`config.mk`:
```
export PLATFORM = sky130hd
export DESIGN_NAME = tapcf_merge
export DESIGN_NICKNAME = d
export VERILOG_FILES = /design/src/hdl/tapcf_pkg.sv /design/src/hdl/tapcf_merge.sv
export VERILOG_INCLUDE_DIRS = /design/src /design/src/hdl
export SDC_FILE = /design/constraint.sdc
export NUM_CORES = 1
export LEC_CHECK = 0
export BUFFER_PORTS_ARGS = -buffer_cell sky130_fd_sc_hd__buf_2
export CAP_MARGIN = 20
export CORE_MARGIN = 2
export CORE_UTILIZATION = 38
export CTS_CLUSTER_SIZE = 8
export DETAILED_ROUTE_END_ITERATION = 10
export PLACE_DENSITY = 0.77
export SYNTH_ARGS = -nofsm -noshare
export SYNTH_HDL_FRONTEND = slang
export SYNTH_SLANG_ARGS = --single-unit
```
`constraint.sdc`:
```
create_clock -name clk -period 2.8 [get_ports clk]
set_clock_uncertainty 0.15 [all_clocks]
set_input_delay 0.56 -clock clk [delete_from_list [all_inputs] [get_ports clk]]
set_output_delay 0.56 -clock clk [all_outputs]
set_load 0.01 [all_outputs]
```
`src/hdl/two_axis_position_complementary_filter_defines.svh`:
```
// Assertion macros shared by the filter modules.
// Used through `include by the files that carry assertions; needs clk and rst in scope.
`ifndef TWO_AXIS_POSITION_COMPLEMENTARY_FILTER_DEFINES_SVH
`define TWO_AXIS_POSITION_COMPLEMENTARY_FILTER_DEFINES_SVH
// Checked outside reset.
`define TAPCF_ASSERT(lbl, prop, msg) \
  lbl: assert property (@(posedge clk) disable iff (rst) prop) else $error(msg);
// Checked on every edge, reset included.
`define TAPCF_ASSERT_ALWAYS(lbl, prop, msg) \
  lbl: assert property (@(posedge clk) prop) else $error(msg);
`endif

```
`src/hdl/tapcf_pkg.sv`:
```
// Package for the two-axis position complementary filter.
// Holds widths, register indexes, item types and the lane state type; no dependencies.
package tapcf_pkg;

  localparam int SW     = 32;  // sample width
  localparam int GW     = 24;  // gain width
  localparam int PW     = 24;  // period width
  localparam int CW     = 52;  // signed coefficient width, Q.40
  localparam int DW     = 51;  // denominator width
  localparam int MAW    = 27;  // multiplier operand A
  localparam int MBW    = 34;  // multiplier operand B
  localparam int PRW    = 61;  // product width
  localparam int AW     = 88;  // numerator accumulator width
  localparam int MW     = 89;  // rounded magnitude width
  localparam int CHUNK  = 26;  // coefficient split point
  localparam int NTERM  = 6;
  localparam int IDXW   = 3;
  localparam int CFGIW  = 3;

  localparam logic [4:0] COEF_LAST = 5'd4;
  localparam logic [4:0] MAC_LAST  = 5'd12;
  localparam logic [4:0] DIV_LAST  = 5'd31;

  localparam logic [CFGIW-1:0] REG_KI_SN  = 3'd0;
  localparam logic [CFGIW-1:0] REG_KP_SN  = 3'd1;
  localparam logic [CFGIW-1:0] REG_KI_EW  = 3'd2;
  localparam logic [CFGIW-1:0] REG_KP_EW  = 3'd3;
  localparam logic [CFGIW-1:0] REG_PERIOD = 3'd4;

  typedef logic signed [SW-1:0] sample_t;

  typedef struct packed {
    sample_t velocity_sn;
    sample_t velocity_ew;
    sample_t measured_sn;
    sample_t measured_ew;
  } in_t;

  typedef struct packed {
    sample_t estimate_sn;
    sample_t estimate_ew;
    logic    clipped;
  } out_t;

  typedef struct packed {
    logic    idle;
    logic    done;
    sample_t estimate;
    logic    clipped;
  } lane_res_t;

  typedef enum logic [2:0] {
    ST_IDLE, ST_COEF, ST_MAC, ST_RND, ST_LOAD, ST_DIV, ST_FIN, ST_DONE
  } lane_state_t;

endpackage

```
`src/hdl/tapcf_merge.sv`:
```
// Merging stage: joins both lane results into one output item and holds it in a register.
// Depends on tapcf_pkg and the assertion macro header.
`include "two_axis_position_complementary_filter_defines.svh"
module tapcf_merge (
  input  logic                 clk,
  input  logic                 rst,
  input  tapcf_pkg::lane_res_t res_sn,
  input  tapcf_pkg::lane_res_t res_ew,
  input  logic                 out_ready,
  output logic                 take,
  output logic                 out_valid,
  output tapcf_pkg::out_t      out_data
);

  assign take = res_sn.done && res_ew.done && (!out_valid || out_ready);

  always_ff @(posedge clk) begin
    if (rst) begin
      out_valid <= 1'b0;
    end else if (take) begin
      out_valid <= 1'b1;
    end else if (out_ready) begin
      out_valid <= 1'b0;
    end
    if (take) begin
      out_data.estimate_sn <= res_sn.estimate;
      out_data.estimate_ew <= res_ew.estimate;
      out_data.clipped     <= res_sn.clipped | res_ew.clipped;
    end
  end

  `TAPCF_ASSERT(a_take_valid, take |=> out_valid, "merged item not presented")
  `TAPCF_ASSERT(a_rise_take, $rose(out_valid) |-> $past(take), "output valid without merge")
  `TAPCF_ASSERT_ALWAYS(a_rst_empty, $past(rst) |-> !out_valid, "output valid after reset")

endmodule

```
==> results.json <==
{
  "status": "complete, no violations",
  "overflow": 0,
  "synthCells": 71,
  "layout_min_cycle_time_ns": 1.77,
  "multi_input_comb_area_um2": 48.8,
  "die_width_um": 76.9,
  "yosys_warnings": 0,
  "ctsLongestPathBuffers": 2,
  "cts_resized": 0,
  "synth_top_area_share_pct": 96.6,
  "post-route-period-util_pct": 63.4,
  "ys_seq_area_share_pct": 97.6,
  "hold_buffers": 0,
  "synth_nets": 144,
  "port_buffers": 137,
  "total_leakage_power_nw": 1.31,
  "detail-route-antenna-nets": 0,
  "tightest_slew_ns": 0.527,
  "path_clk_slew_ns": 0.06,
  "core_um2": 5110,
  "fin_ws_ns": 1.03,
  "drtPass1Iterations": 4,
  "die_h_um": 76.9,
  "worst-setup-path-type": "in -> out",
  "start_util_pct": 39.6,
  "cts_buffers": 9,
  "num_rows": 26,
  "cts_num_sinks": 66,
  "worstPathArrival_ns": 1.06,
  "grt_usage_pct": 15.0,
  "fmax_ghz": 0.564,
  "comb_power_share_pct": 6.1,
  "fin_nets": 294,
  "first_global_vias": 1356,
  "relSlewSlack_pct": 64.9,
  "async_reset_ff_share_pct": 0,
  "p_sw_mw": 0.418,
  "wl_per_cell_um": 14.7,
  "finalSetupViolCount": 0,
  "worstPathRequired_ns": 2.09,
  "htree_levels": 3,
  "synth_enable_flop_cells": 65,
  "ir_worst_vdd_v": 0.000432,
  "root_buffer": "clkbuf_8",
  "ys_ff_latch": 66,
  "syn_avg_cell_area_um2": 28.5,
  "grt_setup_unrepaired": "no",
  "seq_area_um2": 1970,
  "start_kind": "input pin",
  "syn_area_um2": 2020,
  "hold_path.class": "in -> reg",
  "area_delta_synth_final_pct": 50.5,
  "seqPwrFrac_pct": 51.9,
  "maxCapViolCount": 0,
  "power_density_nw_per_um2": 725,
  "fp.dieArea_um2": 5920,
  "drc": 0,
  "cp_max_fo": 3,
  "post-cts-setup-buffer-count": 0,
  "power.share.switching_pct": 18.9,
  "synth_most_common_cell": "edfxtp_1",
  "dpl_worst_slack_ns": 0.852,
  "diodes": 0,
  "vias": 1240,
  "synthTopCellsByArea": "edfxtp_1, dfxtp_1, nand2b_4, nor2b_4, a21oi_2",
  "drt_iter0_drc": 40,
  "yosys.area.top_type": "edfxtp_1",
  "slew_violations": 0,
  "p_total_mw": 2.21,
  "drt_wl_total_um": 4340,
  "drive_above_1_share_pct": 69.9,
  "synth_ff_type": "edfxtp_1",
  "clock_latency_ns": 0.32,
  "finalSetupTns_ns": 0,
  "power_frac_clock_pct": 41.9,
  "place_hpwl_um": 3320,
  "n_fill_cell": 410,
  "grt_pass1_wl_um": 6440,
  "cts_tree": "yes",
  "cellInternalPower_mw": 1.79,
  "gp_congestion": 0.698,
  "pin_count": 140,
  "critPathCaptureType": "primary output",
  "antenna_found_initial": 0,
  "vias_per_cell": 4.19,
  "ys_types": 7,
  "grt_max_degree": 44,
  "finalHoldViolCount": 0
}
cell usage in the layout, fill, tap and decap left out:
cell	synthesis	routed
a21oi_2	1	1
buf_2	0	137
buf_4	0	2
bufinv_16	0	3
clkbuf_1	0	1
clkbuf_8	0	9
clkinv_2	0	3
dfxtp_1	1	1
edfxtp_1	65	65
nand2_2	1	1
nand2b_4	1	1
nor2b_4	1	1
or2_1	1	1
metrics by stage:
stage | util (%) | instances | instance area, um2 | hold slack (ns)
2_1_floorplan | - | 71 | 2020 | 0.357
3_3_place_gp | 55.0 | 280 | 2810 | 0.324
3_5_place_dp | 55.0 | 280 | 2810 | 0.359
4_1_cts | 59.6 | 296 | 3040 | 0.229
5_1_grt | 59.6 | 296 | 3040 | 0.240
6_report | 59.6 | 296 | 3040 | 0.247
power groups by stage:
stage / Combinational, mW / Clock (mW) / Sequential [mW]
4_1_cts: 0.137 / 0.947 / 1.15
5_1_grt: 0.148 / 0.975 / 1.15
6_report: 0.135 / 0.925 / 1.15
3_3_place_gp: 0.132 / 0 / 1.17
3_5_place_dp: 0.138 / 0 / 1.17
2_1_floorplan: 0.0191 / 0 / 1.19
worst max-delay path, cell delays in order:
cell and delay, ns:
buf_2 0.08, nand2b_4 0.11, nor2b_4 0.16, buf_2 0.14
worst paths after layout:
| path | from | endpoint | slack, ns | cells after the start |
|---|---|---|---|---|
| setup reg to reg | out_valid$_SDFFE_PP0P_ | out_data[8]$_DFFE_PP_ | 1.22 | 3 |
| hold reg to reg | out_valid$_SDFFE_PP0P_ | out_valid$_SDFFE_PP0P_ | 0.35 | 2 |
| hold / removal | rst | out_valid$_SDFFE_PP0P_ | 0.25 | 2 |
| setup / recovery | out_ready | take | 1.03 | 4 |
layer usage:
metal,share of wire [%],global-route usage [%],vias up
met1,31,13.9,574
met3,14,9.76,7
met4,1.1,7.64,0
li1,-,-,583
met2,54,25.1,76
met5,0,0,-
state kept, by name, indices dropped and copies added (netlist names):
signal	flops
out_data	65
out_valid	1
kinds of logic (layout without fill, tap and decap cells):
group | after synthesis | after routing | synth area share [%]
AND/OR/NAND/NOR | 4 | 4 | 1.98
flip-flops | 66 | 66 | 97.6
AO/OA/AOI/OAI | 1 | 1 | 0.434
buffers and inverters | 0 | 155 | 0
cell type report:
cell class                      count  share of cell area [%]
Sequential cell                    66                    64.8
Multi-Input combinational cell      5                    1.60
Tap cell                           70                    2.88
Clock buffer                       10                    4.20
Timing Repair Buffer              139                    23.0
Clock inverter                      6                    3.46
Power figures use the tool's default switching activity.
